===== config.mk =====
export PLATFORM = sky130hd
export DESIGN_NAME = ethernet_header_parser_flat
export DESIGN_NICKNAME = d
export VERILOG_FILES = /design/src/rtl/ehp_pkg.sv /design/src/rtl/ehp_if.sv /design/src/rtl/ehp_frame_parser.sv /design/src/rtl/ethernet_header_parser.sv /design/src/flat_wrapper.sv
export SDC_FILE = /design/constraint.sdc
export NUM_CORES = 1
export LEC_CHECK = 0
export ABC_CLOCK_PERIOD_IN_PS = 14600
export BUFFER_PORTS_ARGS = -buffer_cell sky130_fd_sc_hd__clkbuf_2
export CAP_MARGIN = 5
export CORE_ASPECT_RATIO = 1.1
export CORE_UTILIZATION = 55
export DETAILED_ROUTE_END_ITERATION = 7
export PLACE_DENSITY_LB_ADDON = 0.12
export SLEW_MARGIN = 20
export SYNTH_ARGS = -nofsm -noshare
export SYNTH_HDL_FRONTEND = slang
export SYNTH_SLANG_ARGS = --single-unit

===== constraint.sdc =====
create_clock -name clock -period 14.6 [get_ports clock]
set_clock_uncertainty 0.1 [all_clocks]
set_input_delay 2.92 -clock clock [delete_from_list [all_inputs] [get_ports clock]]
set_output_delay 2.92 -clock clock [all_outputs]
set_load 0.01 [all_outputs]

===== src/rtl/ehp_pkg.sv =====
// Package for the Ethernet header parser: ethertype and protocol codes,
// parse phases, result kinds and the structs shared by the parser modules.
// Depends on nothing.
package ehp_pkg;

   // Default sizing of the parser.
   localparam int DEF_MAX_TAGS        = 4;
   localparam int DEF_MAX_FRAME_BYTES = 2048;

   // Position of the last byte of the two MAC addresses.
   localparam int MAC_LAST_POS = 11;

   // Ethertypes and PPP protocol numbers.
   localparam logic [15:0] ETH_VLAN       = 16'h8100;
   localparam logic [15:0] ETH_IPV4       = 16'h0800;
   localparam logic [15:0] ETH_ARP        = 16'h0806;
   localparam logic [15:0] ETH_IPV6       = 16'h86DD;
   localparam logic [15:0] ETH_PPPOE_DISC = 16'h8863;
   localparam logic [15:0] ETH_PPPOE_SESS = 16'h8864;
   localparam logic [15:0] PPP_IPV4       = 16'h0021;
   localparam logic [15:0] PPP_IPV6       = 16'h0057;

   // IPv4 protocol number for UDP and the smallest legal IHL.
   localparam logic [7:0] IP_PROTO_UDP = 8'd17;
   localparam logic [3:0] IHL_MIN      = 4'd5;

   // Layer 3 kind codes.
   localparam logic [2:0] L3_OTHER      = 3'd0;
   localparam logic [2:0] L3_IPV4       = 3'd1;
   localparam logic [2:0] L3_IPV6       = 3'd2;
   localparam logic [2:0] L3_ARP        = 3'd3;
   localparam logic [2:0] L3_PPPOE_DISC = 3'd4;

   // Bit positions in the status flags.
   localparam int FLG_VLAN      = 0;
   localparam int FLG_PPPOE     = 1;
   localparam int FLG_UDP       = 2;
   localparam int FLG_TRUNC     = 3;
   localparam int FLG_TAG_LIMIT = 4;

   // Parse phases.
   typedef enum logic [2:0] {
      PH_MAC,
      PH_ETYPE,
      PH_VLAN,
      PH_PPPOE,
      PH_IPV4,
      PH_DONE
   } phase_type;

   // One frame byte as held in the input register.
   typedef struct packed {
      logic [7:0] data_byte;
      logic       last_byte;
   } beat_type;

   // One frame summary.
   typedef struct packed {
      logic [2:0]  l3_kind;
      logic [15:0] final_ethertype;
      logic [15:0] vlan_tci;
      logic [4:0]  status_flags;
      logic [15:0] pppoe_session_id;
      logic [15:0] pppoe_length;
      logic [31:0] src_ipv4;
      logic [31:0] dst_ipv4;
      logic [7:0]  ip_protocol;
      logic [15:0] udp_src_port;
      logic [15:0] udp_dst_port;
      logic [15:0] udp_length;
   } rsp_type;

   // Fields gathered while a frame is parsed.
   typedef struct packed {
      logic [2:0]  l3_kind;
      logic [15:0] final_ethertype;
      logic [15:0] vlan_tci;
      logic [4:0]  status_flags;
      logic [15:0] pppoe_session_id;
      logic [15:0] pppoe_length;
      logic [31:0] src_ipv4;
      logic [31:0] dst_ipv4;
      logic [7:0]  ip_protocol;
      logic [15:0] udp_src_port;
      logic [15:0] udp_dst_port;
      logic [15:0] udp_length;
      logic [3:0]  ihl;
   } capture_type;

endpackage


===== src/rtl/ehp_if.sv =====
// Valid/ready channel interfaces of the Ethernet header parser:
// the byte request channel and the frame summary channel. No dependencies.
interface ehp_req_if;
   logic       valid;
   logic       ready;
   logic [7:0] data_byte;
   logic       last_byte;

   modport source (output valid, output data_byte, output last_byte, input ready);
   modport sink   (input valid, input data_byte, input last_byte, output ready);
endinterface

interface ehp_rsp_if;
   logic        valid;
   logic        ready;
   logic [2:0]  l3_kind;
   logic [15:0] final_ethertype;
   logic [15:0] vlan_tci;
   logic [4:0]  status_flags;
   logic [15:0] pppoe_session_id;
   logic [15:0] pppoe_length;
   logic [31:0] src_ipv4;
   logic [31:0] dst_ipv4;
   logic [7:0]  ip_protocol;
   logic [15:0] udp_src_port;
   logic [15:0] udp_dst_port;
   logic [15:0] udp_length;

   modport source (
      output valid, input ready,
      output l3_kind, output final_ethertype, output vlan_tci, output status_flags,
      output pppoe_session_id, output pppoe_length, output src_ipv4, output dst_ipv4,
      output ip_protocol, output udp_src_port, output udp_dst_port, output udp_length
   );
   modport sink (
      input valid, output ready,
      input l3_kind, input final_ethertype, input vlan_tci, input status_flags,
      input pppoe_session_id, input pppoe_length, input src_ipv4, input dst_ipv4,
      input ip_protocol, input udp_src_port, input udp_dst_port, input udp_length
   );
endinterface


===== src/rtl/ehp_frame_parser.sv =====
// Per-frame parse state and the byte decode of the Ethernet header parser.
// Depends on ehp_pkg.
module ehp_frame_parser #(
   parameter int MAX_TAGS        = ehp_pkg::DEF_MAX_TAGS,
   parameter int MAX_FRAME_BYTES = ehp_pkg::DEF_MAX_FRAME_BYTES
) (
   input  logic              clock,
   input  logic              reset,
   input  logic              beat_valid,
   input  ehp_pkg::beat_type beat,
   output ehp_pkg::rsp_type  result
);
   import ehp_pkg::*;

   localparam int PW = $clog2(MAX_FRAME_BYTES + 1);
   localparam int TW = $clog2(MAX_TAGS + 1);
   localparam int OW = 7;

   phase_type     phase_ff, phase_in;
   logic [PW-1:0] pos_ff, pos_in;
   logic [OW-1:0] off_ff, off_in;
   logic [TW-1:0] tag_ff, tag_in;
   logic [7:0]    hold_ff, hold_in;
   capture_type   cap_ff, cap_in;

   logic [7:0]    b;
   logic [15:0]   word;
   logic          parse_en;
   logic          do_disp;
   logic [15:0]   disp_type;
   logic [5:0]    hdr_len;
   logic [OW-1:0] udp_off;
   logic [4:0]    flags_out;

   assign b        = beat.data_byte;
   assign word     = {hold_ff, b};
   assign parse_en = (pos_ff < PW'(MAX_FRAME_BYTES));

   // Byte decode, header dispatch and frame summary.
   always_comb begin
      phase_in  = phase_ff;
      pos_in    = pos_ff;
      off_in    = off_ff;
      tag_in    = tag_ff;
      hold_in   = hold_ff;
      cap_in    = cap_ff;
      do_disp   = 1'b0;
      disp_type = word;
      hdr_len   = {cap_ff.ihl, 2'b00};
      udp_off   = '0;
      flags_out = '0;
      result    = '0;

      if (parse_en) begin
         pos_in = pos_ff + PW'(1);
         if (off_ff != '1) begin
            off_in = off_ff + OW'(1);
         end
         unique case (phase_ff)
            PH_MAC: begin
               if (pos_ff >= PW'(MAC_LAST_POS)) begin
                  phase_in = PH_ETYPE;
                  off_in   = '0;
               end
            end
            PH_ETYPE: begin
               if (off_ff == '0) hold_in = b;
               else              do_disp = 1'b1;
            end
            PH_VLAN: begin
               case (off_ff) inside
                  OW'(0), OW'(2): hold_in = b;
                  OW'(1):         cap_in.vlan_tci = word;
                  default:        do_disp = 1'b1;
               endcase
            end
            PH_PPPOE: begin
               if (!off_ff[0]) begin
                  hold_in = b;
               end else if (off_ff == OW'(3)) begin
                  cap_in.pppoe_session_id = word;
               end else if (off_ff == OW'(5)) begin
                  cap_in.pppoe_length = word;
               end else if (off_ff == OW'(7)) begin
                  do_disp = 1'b1;
                  if (word == PPP_IPV4)      disp_type = ETH_IPV4;
                  else if (word == PPP_IPV6) disp_type = ETH_IPV6;
               end
            end
            PH_IPV4: begin
               // Header fields at fixed offsets.
               case (off_ff)
                  OW'(0):  cap_in.ihl = (b[3:0] < IHL_MIN) ? IHL_MIN : b[3:0];
                  OW'(9):  cap_in.ip_protocol = b;
                  OW'(12): cap_in.src_ipv4[31:24] = b;
                  OW'(13): cap_in.src_ipv4[23:16] = b;
                  OW'(14): cap_in.src_ipv4[15:8]  = b;
                  OW'(15): cap_in.src_ipv4[7:0]   = b;
                  OW'(16): cap_in.dst_ipv4[31:24] = b;
                  OW'(17): cap_in.dst_ipv4[23:16] = b;
                  OW'(18): cap_in.dst_ipv4[15:8]  = b;
                  OW'(19): cap_in.dst_ipv4[7:0]   = b;
                  default: ;
               endcase
               hdr_len = {cap_in.ihl, 2'b00};
               udp_off = off_ff - OW'(hdr_len);
               // Non-UDP traffic ends after the addresses; UDP goes on past the options.
               if (cap_in.ip_protocol != IP_PROTO_UDP) begin
                  if (off_ff >= OW'(19)) phase_in = PH_DONE;
               end else if (off_ff >= OW'(hdr_len)) begin
                  case (udp_off) inside
                     OW'(0), OW'(2), OW'(4): hold_in = b;
                     OW'(1): cap_in.udp_src_port = word;
                     OW'(3): cap_in.udp_dst_port = word;
                     OW'(5): begin
                        cap_in.udp_length             = word;
                        cap_in.status_flags[FLG_UDP]  = 1'b1;
                        phase_in                      = PH_DONE;
                     end
                     default: ;
                  endcase
               end
            end
            default: ;
         endcase

         // A complete type word selects the next header.
         if (do_disp) begin
            cap_in.final_ethertype = disp_type;
            off_in                 = '0;
            unique case (disp_type)
               ETH_VLAN: begin
                  if (tag_ff < TW'(MAX_TAGS)) begin
                     tag_in                        = tag_ff + TW'(1);
                     cap_in.status_flags[FLG_VLAN] = 1'b1;
                     phase_in                      = PH_VLAN;
                  end else begin
                     cap_in.status_flags[FLG_TAG_LIMIT] = 1'b1;
                     cap_in.l3_kind                     = L3_OTHER;
                     phase_in                           = PH_DONE;
                  end
               end
               ETH_PPPOE_SESS: begin
                  cap_in.status_flags[FLG_PPPOE] = 1'b1;
                  phase_in                       = PH_PPPOE;
               end
               ETH_IPV4: begin
                  cap_in.l3_kind = L3_IPV4;
                  phase_in       = PH_IPV4;
               end
               ETH_IPV6: begin
                  cap_in.l3_kind = L3_IPV6;
                  phase_in       = PH_DONE;
               end
               ETH_ARP: begin
                  cap_in.l3_kind = L3_ARP;
                  phase_in       = PH_DONE;
               end
               ETH_PPPOE_DISC: begin
                  cap_in.l3_kind = L3_PPPOE_DISC;
                  phase_in       = PH_DONE;
               end
               default: begin
                  cap_in.l3_kind = L3_OTHER;
                  phase_in       = PH_DONE;
               end
            endcase
         end
      end

      // The last byte closes the frame: build the summary and clear the state.
      if (beat.last_byte) begin
         flags_out = cap_in.status_flags;
         if (phase_in != PH_DONE) flags_out[FLG_TRUNC] = 1'b1;
         result.l3_kind          = cap_in.l3_kind;
         result.final_ethertype  = cap_in.final_ethertype;
         result.vlan_tci         = cap_in.vlan_tci;
         result.status_flags     = flags_out;
         result.pppoe_session_id = cap_in.pppoe_session_id;
         result.pppoe_length     = cap_in.pppoe_length;
         result.src_ipv4         = cap_in.src_ipv4;
         result.dst_ipv4         = cap_in.dst_ipv4;
         result.ip_protocol      = cap_in.ip_protocol;
         if (flags_out[FLG_UDP]) begin
            result.udp_src_port = cap_in.udp_src_port;
            result.udp_dst_port = cap_in.udp_dst_port;
            result.udp_length   = cap_in.udp_length;
         end
         phase_in = PH_MAC;
         pos_in   = '0;
         off_in   = '0;
         tag_in   = '0;
         hold_in  = '0;
         cap_in   = '0;
      end
   end

   // Parse state registers, advanced once per byte.
   always_ff @(posedge clock) begin
      if (reset) begin
         phase_ff <= PH_MAC;
         pos_ff   <= '0;
         off_ff   <= '0;
         tag_ff   <= '0;
         hold_ff  <= '0;
         cap_ff   <= '0;
      end else if (beat_valid) begin
         phase_ff <= phase_in;
         pos_ff   <= pos_in;
         off_ff   <= off_in;
         tag_ff   <= tag_in;
         hold_ff  <= hold_in;
         cap_ff   <= cap_in;
      end
   end

`ifndef SYNTHESIS
   // The tag counter never passes its limit.
   a_tag_bound: assert property (@(posedge clock) disable iff (reset)
      tag_ff <= TW'(MAX_TAGS))
      else $error("tag counter above limit");

   // The byte position never passes the frame size limit.
   a_pos_bound: assert property (@(posedge clock) disable iff (reset)
      pos_ff <= PW'(MAX_FRAME_BYTES))
      else $error("byte position above limit");

   // A closed frame leaves the parser waiting for MAC addresses.
   a_frame_clear: assert property (@(posedge clock) disable iff (reset)
      beat_valid && beat.last_byte |=> phase_ff == PH_MAC && pos_ff == '0)
      else $error("frame state not cleared after last byte");
`endif

endmodule


===== src/rtl/ethernet_header_parser.sv =====
// Ethernet header parser top level: byte input register, frame parser and
// summary output register. The summary is registered once the last byte
// leaves the input register. Throughput: one byte per cycle, but a stalled
// summary holds back the input only when a further last byte waits.
// Reset (synchronous) empties both registers and returns to the MAC phase.
// Depends on ehp_pkg, ehp_if and ehp_frame_parser.
module ethernet_header_parser #(
   parameter int MAX_TAGS        = ehp_pkg::DEF_MAX_TAGS,
   parameter int MAX_FRAME_BYTES = ehp_pkg::DEF_MAX_FRAME_BYTES
) (
   input  logic     clock,
   input  logic     reset,
   ehp_req_if.sink  req_chan,
   ehp_rsp_if.source rsp_chan
);
   import ehp_pkg::*;

   logic     s1_valid_ff, s1_valid_in;
   beat_type s1_beat_ff,  s1_beat_in;
   logic     rsp_valid_ff, rsp_valid_in;
   rsp_type  rsp_data_ff,  rsp_data_in;
   logic     s1_adv;
   logic     req_accept;
   rsp_type  result;

   // A byte leaves the input register unless it closes a frame while a
   // summary is still waiting to be taken.
   assign s1_adv         = s1_valid_ff &&
                           (!s1_beat_ff.last_byte || !rsp_valid_ff || rsp_chan.ready);
   assign req_chan.ready = !s1_valid_ff || s1_adv;
   assign req_accept     = req_chan.valid && req_chan.ready;

   ehp_frame_parser #(
      .MAX_TAGS        (MAX_TAGS),
      .MAX_FRAME_BYTES (MAX_FRAME_BYTES)
   ) u_parser (
      .clock      (clock),
      .reset      (reset),
      .beat_valid (s1_adv),
      .beat       (s1_beat_ff),
      .result     (result)
   );

   // Next values of the input and output registers.
   always_comb begin
      s1_valid_in  = s1_valid_ff;
      s1_beat_in   = s1_beat_ff;
      rsp_valid_in = rsp_valid_ff;
      rsp_data_in  = rsp_data_ff;
      if (req_accept) begin
         s1_valid_in          = 1'b1;
         s1_beat_in.data_byte = req_chan.data_byte;
         s1_beat_in.last_byte = req_chan.last_byte;
      end else if (s1_adv) begin
         s1_valid_in = 1'b0;
      end
      if (s1_adv && s1_beat_ff.last_byte) begin
         rsp_valid_in = 1'b1;
         rsp_data_in  = result;
      end else if (rsp_chan.ready) begin
         rsp_valid_in = 1'b0;
      end
   end

   // Control registers are reset; payload registers are not.
   always_ff @(posedge clock) begin
      if (reset) begin
         s1_valid_ff  <= 1'b0;
         rsp_valid_ff <= 1'b0;
      end else begin
         s1_valid_ff  <= s1_valid_in;
         rsp_valid_ff <= rsp_valid_in;
      end
   end

   always_ff @(posedge clock) begin
      s1_beat_ff  <= s1_beat_in;
      rsp_data_ff <= rsp_data_in;
   end

   // Summary channel outputs.
   assign rsp_chan.valid            = rsp_valid_ff;
   assign rsp_chan.l3_kind          = rsp_data_ff.l3_kind;
   assign rsp_chan.final_ethertype  = rsp_data_ff.final_ethertype;
   assign rsp_chan.vlan_tci         = rsp_data_ff.vlan_tci;
   assign rsp_chan.status_flags     = rsp_data_ff.status_flags;
   assign rsp_chan.pppoe_session_id = rsp_data_ff.pppoe_session_id;
   assign rsp_chan.pppoe_length     = rsp_data_ff.pppoe_length;
   assign rsp_chan.src_ipv4         = rsp_data_ff.src_ipv4;
   assign rsp_chan.dst_ipv4         = rsp_data_ff.dst_ipv4;
   assign rsp_chan.ip_protocol      = rsp_data_ff.ip_protocol;
   assign rsp_chan.udp_src_port     = rsp_data_ff.udp_src_port;
   assign rsp_chan.udp_dst_port     = rsp_data_ff.udp_dst_port;
   assign rsp_chan.udp_length       = rsp_data_ff.udp_length;

`ifndef SYNTHESIS
   // A last byte blocked by a waiting summary keeps the input closed.
   a_block_on_stall: assert property (@(posedge clock) disable iff (reset)
      s1_valid_ff && s1_beat_ff.last_byte && rsp_valid_ff && !rsp_chan.ready
      |-> !req_chan.ready)
      else $error("input open while a frame end is blocked");

   // A held byte stays unchanged until it moves on.
   a_s1_hold: assert property (@(posedge clock) disable iff (reset)
      s1_valid_ff && !s1_adv |=> s1_valid_ff && $stable(s1_beat_ff))
      else $error("held byte lost or changed");

   // Every frame end that moves on produces a summary.
   a_summary_made: assert property (@(posedge clock) disable iff (reset)
      s1_adv && s1_beat_ff.last_byte |=> rsp_valid_ff)
      else $error("frame end without summary");

   // The layer 3 kind is always a defined code.
   a_kind_range: assert property (@(posedge clock) disable iff (reset)
      rsp_valid_ff |-> rsp_data_ff.l3_kind <= L3_PPPOE_DISC)
      else $error("undefined layer 3 kind");
`endif

endmodule

===== src/flat_wrapper.sv =====
// flat-port wrapper written by rule: the top's interface ports become plain ports
module ethernet_header_parser_flat import ehp_pkg::*;
#(
   parameter int MAX_TAGS        = ehp_pkg::DEF_MAX_TAGS,
   parameter int MAX_FRAME_BYTES = ehp_pkg::DEF_MAX_FRAME_BYTES
)
  (clock, reset, req_chan_valid, req_chan_data_byte, req_chan_last_byte, req_chan_ready, rsp_chan_valid, rsp_chan_ready, rsp_chan_l3_kind, rsp_chan_final_ethertype, rsp_chan_vlan_tci, rsp_chan_status_flags, rsp_chan_pppoe_session_id, rsp_chan_pppoe_length, rsp_chan_src_ipv4, rsp_chan_dst_ipv4, rsp_chan_ip_protocol, rsp_chan_udp_src_port, rsp_chan_udp_dst_port, rsp_chan_udp_length);
  ehp_req_if req_chan_i ();
  ehp_rsp_if rsp_chan_i ();
  input  logic clock;
  input  logic reset;
  input wire logic [$bits(req_chan_i.valid)-1:0] req_chan_valid;
  input wire logic [$bits(req_chan_i.data_byte)-1:0] req_chan_data_byte;
  input wire logic [$bits(req_chan_i.last_byte)-1:0] req_chan_last_byte;
  output wire logic [$bits(req_chan_i.ready)-1:0] req_chan_ready;
  output wire logic [$bits(rsp_chan_i.valid)-1:0] rsp_chan_valid;
  input wire logic [$bits(rsp_chan_i.ready)-1:0] rsp_chan_ready;
  output wire logic [$bits(rsp_chan_i.l3_kind)-1:0] rsp_chan_l3_kind;
  output wire logic [$bits(rsp_chan_i.final_ethertype)-1:0] rsp_chan_final_ethertype;
  output wire logic [$bits(rsp_chan_i.vlan_tci)-1:0] rsp_chan_vlan_tci;
  output wire logic [$bits(rsp_chan_i.status_flags)-1:0] rsp_chan_status_flags;
  output wire logic [$bits(rsp_chan_i.pppoe_session_id)-1:0] rsp_chan_pppoe_session_id;
  output wire logic [$bits(rsp_chan_i.pppoe_length)-1:0] rsp_chan_pppoe_length;
  output wire logic [$bits(rsp_chan_i.src_ipv4)-1:0] rsp_chan_src_ipv4;
  output wire logic [$bits(rsp_chan_i.dst_ipv4)-1:0] rsp_chan_dst_ipv4;
  output wire logic [$bits(rsp_chan_i.ip_protocol)-1:0] rsp_chan_ip_protocol;
  output wire logic [$bits(rsp_chan_i.udp_src_port)-1:0] rsp_chan_udp_src_port;
  output wire logic [$bits(rsp_chan_i.udp_dst_port)-1:0] rsp_chan_udp_dst_port;
  output wire logic [$bits(rsp_chan_i.udp_length)-1:0] rsp_chan_udp_length;
  assign req_chan_i.valid = req_chan_valid;
  assign req_chan_i.data_byte = req_chan_data_byte;
  assign req_chan_i.last_byte = req_chan_last_byte;
  assign req_chan_ready = req_chan_i.ready;
  assign rsp_chan_valid = rsp_chan_i.valid;
  assign rsp_chan_i.ready = rsp_chan_ready;
  assign rsp_chan_l3_kind = rsp_chan_i.l3_kind;
  assign rsp_chan_final_ethertype = rsp_chan_i.final_ethertype;
  assign rsp_chan_vlan_tci = rsp_chan_i.vlan_tci;
  assign rsp_chan_status_flags = rsp_chan_i.status_flags;
  assign rsp_chan_pppoe_session_id = rsp_chan_i.pppoe_session_id;
  assign rsp_chan_pppoe_length = rsp_chan_i.pppoe_length;
  assign rsp_chan_src_ipv4 = rsp_chan_i.src_ipv4;
  assign rsp_chan_dst_ipv4 = rsp_chan_i.dst_ipv4;
  assign rsp_chan_ip_protocol = rsp_chan_i.ip_protocol;
  assign rsp_chan_udp_src_port = rsp_chan_i.udp_src_port;
  assign rsp_chan_udp_dst_port = rsp_chan_i.udp_dst_port;
  assign rsp_chan_udp_length = rsp_chan_i.udp_length;
  ethernet_header_parser #(.MAX_TAGS(MAX_TAGS), .MAX_FRAME_BYTES(MAX_FRAME_BYTES)) u_core (.clock(clock), .reset(reset), .req_chan(req_chan_i), .rsp_chan(rsp_chan_i));
endmodule

Word-level counts from Yosys, hierarchy flattened
Cells that the tools add are included.

word-level totals
  flip-flop bits (word level) = 431
  bits of input ports = 13
  output and inout bits = 194
  word-level logic and storage cells = 224

operators by class
  $add $sub $neg = 4
  $lt $le $gt $ge = 6
  eq/ne operators = 40
  mux-type cells = 113
  reductions and logical operators = 27

operator list
  kind                                                                     number
  16-bit 2-to-1 mux                                                        23
  196-bit 2-to-1 mux                                                       1
  159-bit 2-to-1 mux                                                       1
  8-bit 2-to-1 mux                                                         19
  124-bit 2-to-1 mux                                                       1
  48-bit 2-to-1 mux                                                        2
  16-bit equality test, second input constant                              4
  32-bit 2-to-1 mux                                                        2
  3-bit 2-to-1 mux                                                         18
  7-bit 2-to-1 mux                                                         6
  36-bit 2-to-1 mux                                                        1
  7-bit by 4-bit equality test with 1-bit output, second input constant    5
  16-bit by 12-bit equality test with 1-bit output, second input constant  2
  8-bit one-hot mux with 4 select lines                                    1
  7-bit by 2-bit equality test with 1-bit output, second input constant    4
  7-bit by 3-bit equality test with 1-bit output, second input constant    4
  7-bit by 5-bit equality test with 1-bit output, second input constant    4
  1-bit 2-to-1 mux                                                         26
  12-bit 2-to-1 mux                                                        2
  19-bit 2-to-1 mux                                                        1
  3-bit by 2-bit inequality test with 1-bit output, second input constant  6
  3-bit one-hot mux with 6 select lines                                    1
  16-bit by 6-bit equality test with 1-bit output, second input constant   1
  16-bit by 7-bit equality test with 1-bit output, second input constant   1
  other kinds (35)                                                         54

Longest topological paths before layout
  depth after elaboration = 18
  depth in mapped cells = 16
  depth with buffers taken out = 14

Modules after synthesis
From an unflattened synthesis, not the netlist that was laid out.

unflattened totals
  cell total of the unflattened synthesis = 1850
  area total of the unflattened synthesis = 18367.6 um^2

modules (own cells, without submodules)
  module                  times used  cells an instance  area an instance (um^2)  sequential area each (um^2)
  ehp_frame_parser        1           1637               12228.0                  4564.4
  ethernet_header_parser  1           213                6139.6                   6075.8

Least setup slack after synthesis
OpenSTA, ideal clock, no wires.

  kind = input port to flip-flop
  from = input port rsp_chan_ready
  to = register u_core.rsp_data_ff, in the netlist u_core.rsp_chan.dst_ipv4[0] (enable)
  setup time = 0.544 ns
  arrival = 7.446 ns
  data required time = 13.956 ns
  path slack = 6.511 ns
  stages on the path = 6
  path buffers = 2
  cells stage by stage = nand3b_1 and2_1 clkbuf_1 nand2_1 clkbuf_1 inv_1

on the way
  longest elaborated chain between the ends = 3

RTL lines
  element               line                          source
  start, declared       flat_wrapper.sv:17            input wire logic [$bits(rsp_chan_i.ready)-1:0] rsp_chan_ready;
  1-bit logical OR      ethernet_header_parser.sv:29  (!s1_beat_ff.last_byte || !rsp_valid_ff || rsp_chan.ready);
  1-bit logical AND     ethernet_header_parser.sv:28  assign s1_adv = s1_valid_ff &&
  1-bit logical AND     ethernet_header_parser.sv:57  if (s1_adv && s1_beat_ff.last_byte) begin
  end signal, assigned  ethernet_header_parser.sv:78  rsp_data_ff <= rsp_data_in;
  end, declared         ethernet_header_parser.sv:21  rsp_type rsp_data_ff, rsp_data_in;

Every way passes these cells.
A chain may end at the register's enable or synchronous reset.

Worst setup path in the final report
  from = input port rsp_chan_ready
  to = output port req_chan_ready

on the way
  longest elaborated chain between the ends = 3

RTL lines
  element            line                          source
  1-bit logical OR   ethernet_header_parser.sv:29
  1-bit logical AND  ethernet_header_parser.sv:28
  1-bit logical OR   ethernet_header_parser.sv:30  assign req_chan.ready = !s1_valid_ff || s1_adv;
  end, declared      flat_wrapper.sv:15            output wire logic [$bits(req_chan_i.ready)-1:0] req_chan_ready;

Every way passes these cells.

==> impl_results.md <==
- First-pass GRT wire length: 77.94 mm
- Worst path required time: 11.58 ns
- DP HPWL: 30.36 mm
- Fin Setup TNS: 0 ns
- Total setup buffers inserted after CTS: 0
- Post-synthesis adder-cell area fraction: 0.007967
- Area grow syn2layout: 14.86%
- Reg clk slew, reported paths: 0.06 ns
- Routed wire per std cell: 20.97 microns
- Tot Pwr: 0.002495 W
- Setup CP Type: in -> out
- Worst R2R End: u_core.u_parser.cap_ff[44]
- Maximum clock path buffer count: 3
- CTS Buf Count: 43
- R2R setup slack: 9.18 ns
- Die Y: 192.9 microns
- Compound-cell area share of the yosys netlist: 0.1440
- Total Wirelength: 50.93 mm
- Via-to-Cell Ratio: 6.097
- Max-cap violations: 0
- # nets final: 1993
- Pint: 0.001946 W
- Fin. Hold Viols: 0
- Vias: 14809
- R2r startpoint: u_core.u_parser.off_ff[6]
- Router iterations before antenna repair: 6
- Cell count after synthesis: 1838
- Fin crit share: 0.4437
- Synth unique cells: 63
- Clk root buf: clkbuf_16
- Largest net degree at the start of global routing: 126
- Hold-fix buffers, CTS: 0
- Critical path launch point type: primary input
- Top FF cell, synth: dfxtp_1
- Mux cell area share after synthesis: 0.04464
- Post-route cell area: 0.02093 sq mm
- Finish-stage setup viols: 0
- DRC viols: 0
- Hold_ws: 0.3525 ns
- Number of port buffers: 206
- Die Wd: 175.5 microns
- Sequential-to-total area share from yosys stat: 0.5841
- Num rows: 69
- Pwr/cell area: 119.2 mW/mm^2
- Post-layout min period: 6.478 ns
- Initial Utilization: 0.5612
- Worst hold endpoint: u_core.u_parser.cap_ff[188]
- Reg2reg path depth: 13
- Antenna violations before repair: 0
- Via count of the first global-routing pass: 13639
- Dpl cell area: 0.01949 sq mm
- Fill count: 2694
- Post-synth EDFFs: 201
- Sw Ratio: 0.2198
- Status: finished clean
- Combinational group share of total power: 0.044
- Cts repair resizes: 0
- Maximum net fanout on the critical path: 3
- Clock share of power: 0.445
- Share of post-route cells with drive strength above 1: 0.1633
- CTS sink count: 431
- Worst slew pin tran: 1.147 ns
- Hold Path Class: reg -> reg
- Worst Setup End Kind: primary output
- Syn Nets: 1862
- Post-Synth Simple-Gate Area: 0.1775
- Yosys reg bits: 431
- Synth Cell Area: 0.01822 sq mm
- Ys Warns: 0
- Sw power: 0.0005483 W
- Hold path depth: 2
- Detail Route Antenna Nets: 0
- Worst hold start: u_core.u_parser.cap_ff[188]
- H-tree depth: 2
- First DRT Iteration DRCs: 1673
- Pleak: 7.280 nW
- RSZ-0062 raised after global routing: false
- Asr flop ratio synth: 0
- Arrival time at the worst endpoint: 3.46 ns
- Main combinational cell family by area after synthesis: simple AND/OR/NAND/NOR gates
- Die Footprint: 0.03386 sq mm
- Max VDD drop: 0.1040 mV
- Slew Limit Headroom: 0.2337
- IO Pins: 207
- Routability cong.: 0.8960
- Max Freq: 0.1544 GHz
- Xor and xnor area share after synthesis: 0.005288
- Core area: 0.03246 sq mm
- Gr usage total: 0.2977
- Grt total ovfl: 0
- Seq pwr share: 0.511
- CTS tree: done
- Fin. max-slew vios: 0
- Syn avg cell area: 9.912 sq um
- Diode count: 0
- Later-pin clock latency in the skew report: 0.53 ns
metal layers:
metal	GRT usage	wire length [microns]
met5	0	0
met4	0.1298	2111
met2	0.4818	24120
met1	0.4045	21080
met3	0.03605	3611
registers in the layout, summed over array words and instances, names as in the netlist, 9 cells and up:
signal,count
u_core.rsp_chan.udp_src_port,16
u_core.s1_beat_ff,9
u_core.rsp_chan.pppoe_length,16
u_core.rsp_chan.dst_ipv4,32
u_core.rsp_chan.vlan_tci,16
u_core.rsp_chan.udp_dst_port,16
u_core.u_parser.cap_ff,195
u_core.u_parser.pos_ff,12
u_core.rsp_chan.src_ipv4,32
u_core.rsp_chan.final_ethertype,16
u_core.rsp_chan.udp_length,16
u_core.rsp_chan.pppoe_session_id,16
cells in the final DEF (no fill, tap or decap), drive strengths merged, types with 4 or more instances in the layout:
cell type / instances
xor2: 6
dfxtp: 230
a31oi: 6
nor3: 30
nand3: 86
ha: 10
a21oi: 163
o21ai: 46
nand4b: 4
nand3b: 10
nor4: 10
inv: 14
xnor2: 5
a22oi: 165
and3: 7
nor2: 317
nor2b: 21
clkinv: 13
o21a: 4
buf: 36
clkbuf: 269
edfxtp: 201
nand2b: 7
nand2: 181
a21o: 11
nor4b: 6
or3: 6
nand4: 17
and2: 4
mux2i: 79
kinds of logic after synthesis:
logic type | count (synthesis)
multiplexers | 81
flip-flops | 431
XOR/XNOR | 11
AND/OR/NAND/NOR | 717
AO/OA/AOI/OAI | 417
buffers and inverters | 170
adder cells (fa/ha/maj) | 11
layout make-up:
class | instances | area [sq um] | share of cell area
Sequential cell | 431 | 10640 | 0.5085
Clock inverter | 15 | 153.9 | 0.007355
Tap cell | 426 | 533.0 | 0.02547
Clock buffer | 64 | 1267 | 0.06057
Inverter | 15 | 66.31 | 0.003169
Timing Repair Buffer | 241 | 1320 | 0.06308
Multi-Input combinational cell | 1237 | 6944 | 0.3319
stage by stage:
step	cells	worst slack, ns	utilization
floorplan	1838	6.511	-
global placement	2349	8.192	0.5995
detailed placement	2350	8.171	0.6003
CTS	2429	8.144	0.6441
global route	2429	8.110	0.6446
finish	2429	8.122	0.6446
synth_stat cells (3+ instances only):
master,instances,area (sq um)
and2_1,4,25.02
o2bb2ai_1,3,26.28
edfxtp_1,201,6036
xor2_1,6,52.55
nor2_1,317,1190
buf_2,18,90.09
a21oi_1,163,815.8
nor4_1,7,43.79
a211oi_1,3,22.52
nor2b_1,21,131.4
ha_1,10,125.1
nor4b_1,4,35.03
nand3_1,86,430.4
dfxtp_1,230,4604
nand3b_1,10,75.07
nand4b_1,4,35.03
o21ai_1,19,95.09
o21ai_0,26,130.1
o21a_1,4,30.03
inv_1,13,48.80
xnor2_1,5,43.79
or3_1,6,37.54
mux2i_1,79,790.8
nand2b_1,7,43.79
a22oi_1,165,1239
nand4_1,17,106.4
a21o_1,11,82.58
a31oi_1,6,37.54
nor3_2,3,30.03
o211ai_1,3,22.52
buf_1,5,18.77
clkbuf_1,131,491.7
nor3_1,25,125.1
and3_1,7,43.79
nand2_1,181,679.4
worst max-delay path, stage by stage:
cell,delay (ns)
clkbuf_2,0.11
nand4b_1,0.25
clkbuf_2,0.18
worst max-delay path by stage:
| stage | from | end | slack (ns) | depth (start not counted) |
|---|---|---|---|---|
| 3_5_place_dp | rsp_chan_ready | req_chan_ready | 8.17 | 3 |
| 3_3_place_gp | rsp_chan_ready | req_chan_ready | 8.19 | 3 |
| 5_1_grt | rsp_chan_ready | req_chan_ready | 8.11 | 3 |
| 6_report | rsp_chan_ready | req_chan_ready | 8.12 | 3 |
| 2_1_floorplan | rsp_chan_ready | u_core.rsp_chan.dst_ipv4[0] | 6.51 | 6 |
| 4_1_cts | rsp_chan_ready | req_chan_ready | 8.14 | 3 |
power by group through the flow:
| stage | sequential (W) | combinational, W | clock, W |
|---|---|---|---|
| 2_1_floorplan | 0.00131 | 0.0000578 | 0 |
| 3_3_place_gp | 0.00130 | 0.000106 | 0 |
| 3_5_place_dp | 0.00130 | 0.000108 | 0 |
| 4_1_cts | 0.00128 | 0.000108 | 0.00112 |
| 5_1_grt | 0.00128 | 0.000117 | 0.00116 |
| 6_report | 0.00128 | 0.000110 | 0.00111 |
Note: power is estimated with default switching activity, not from simulation.
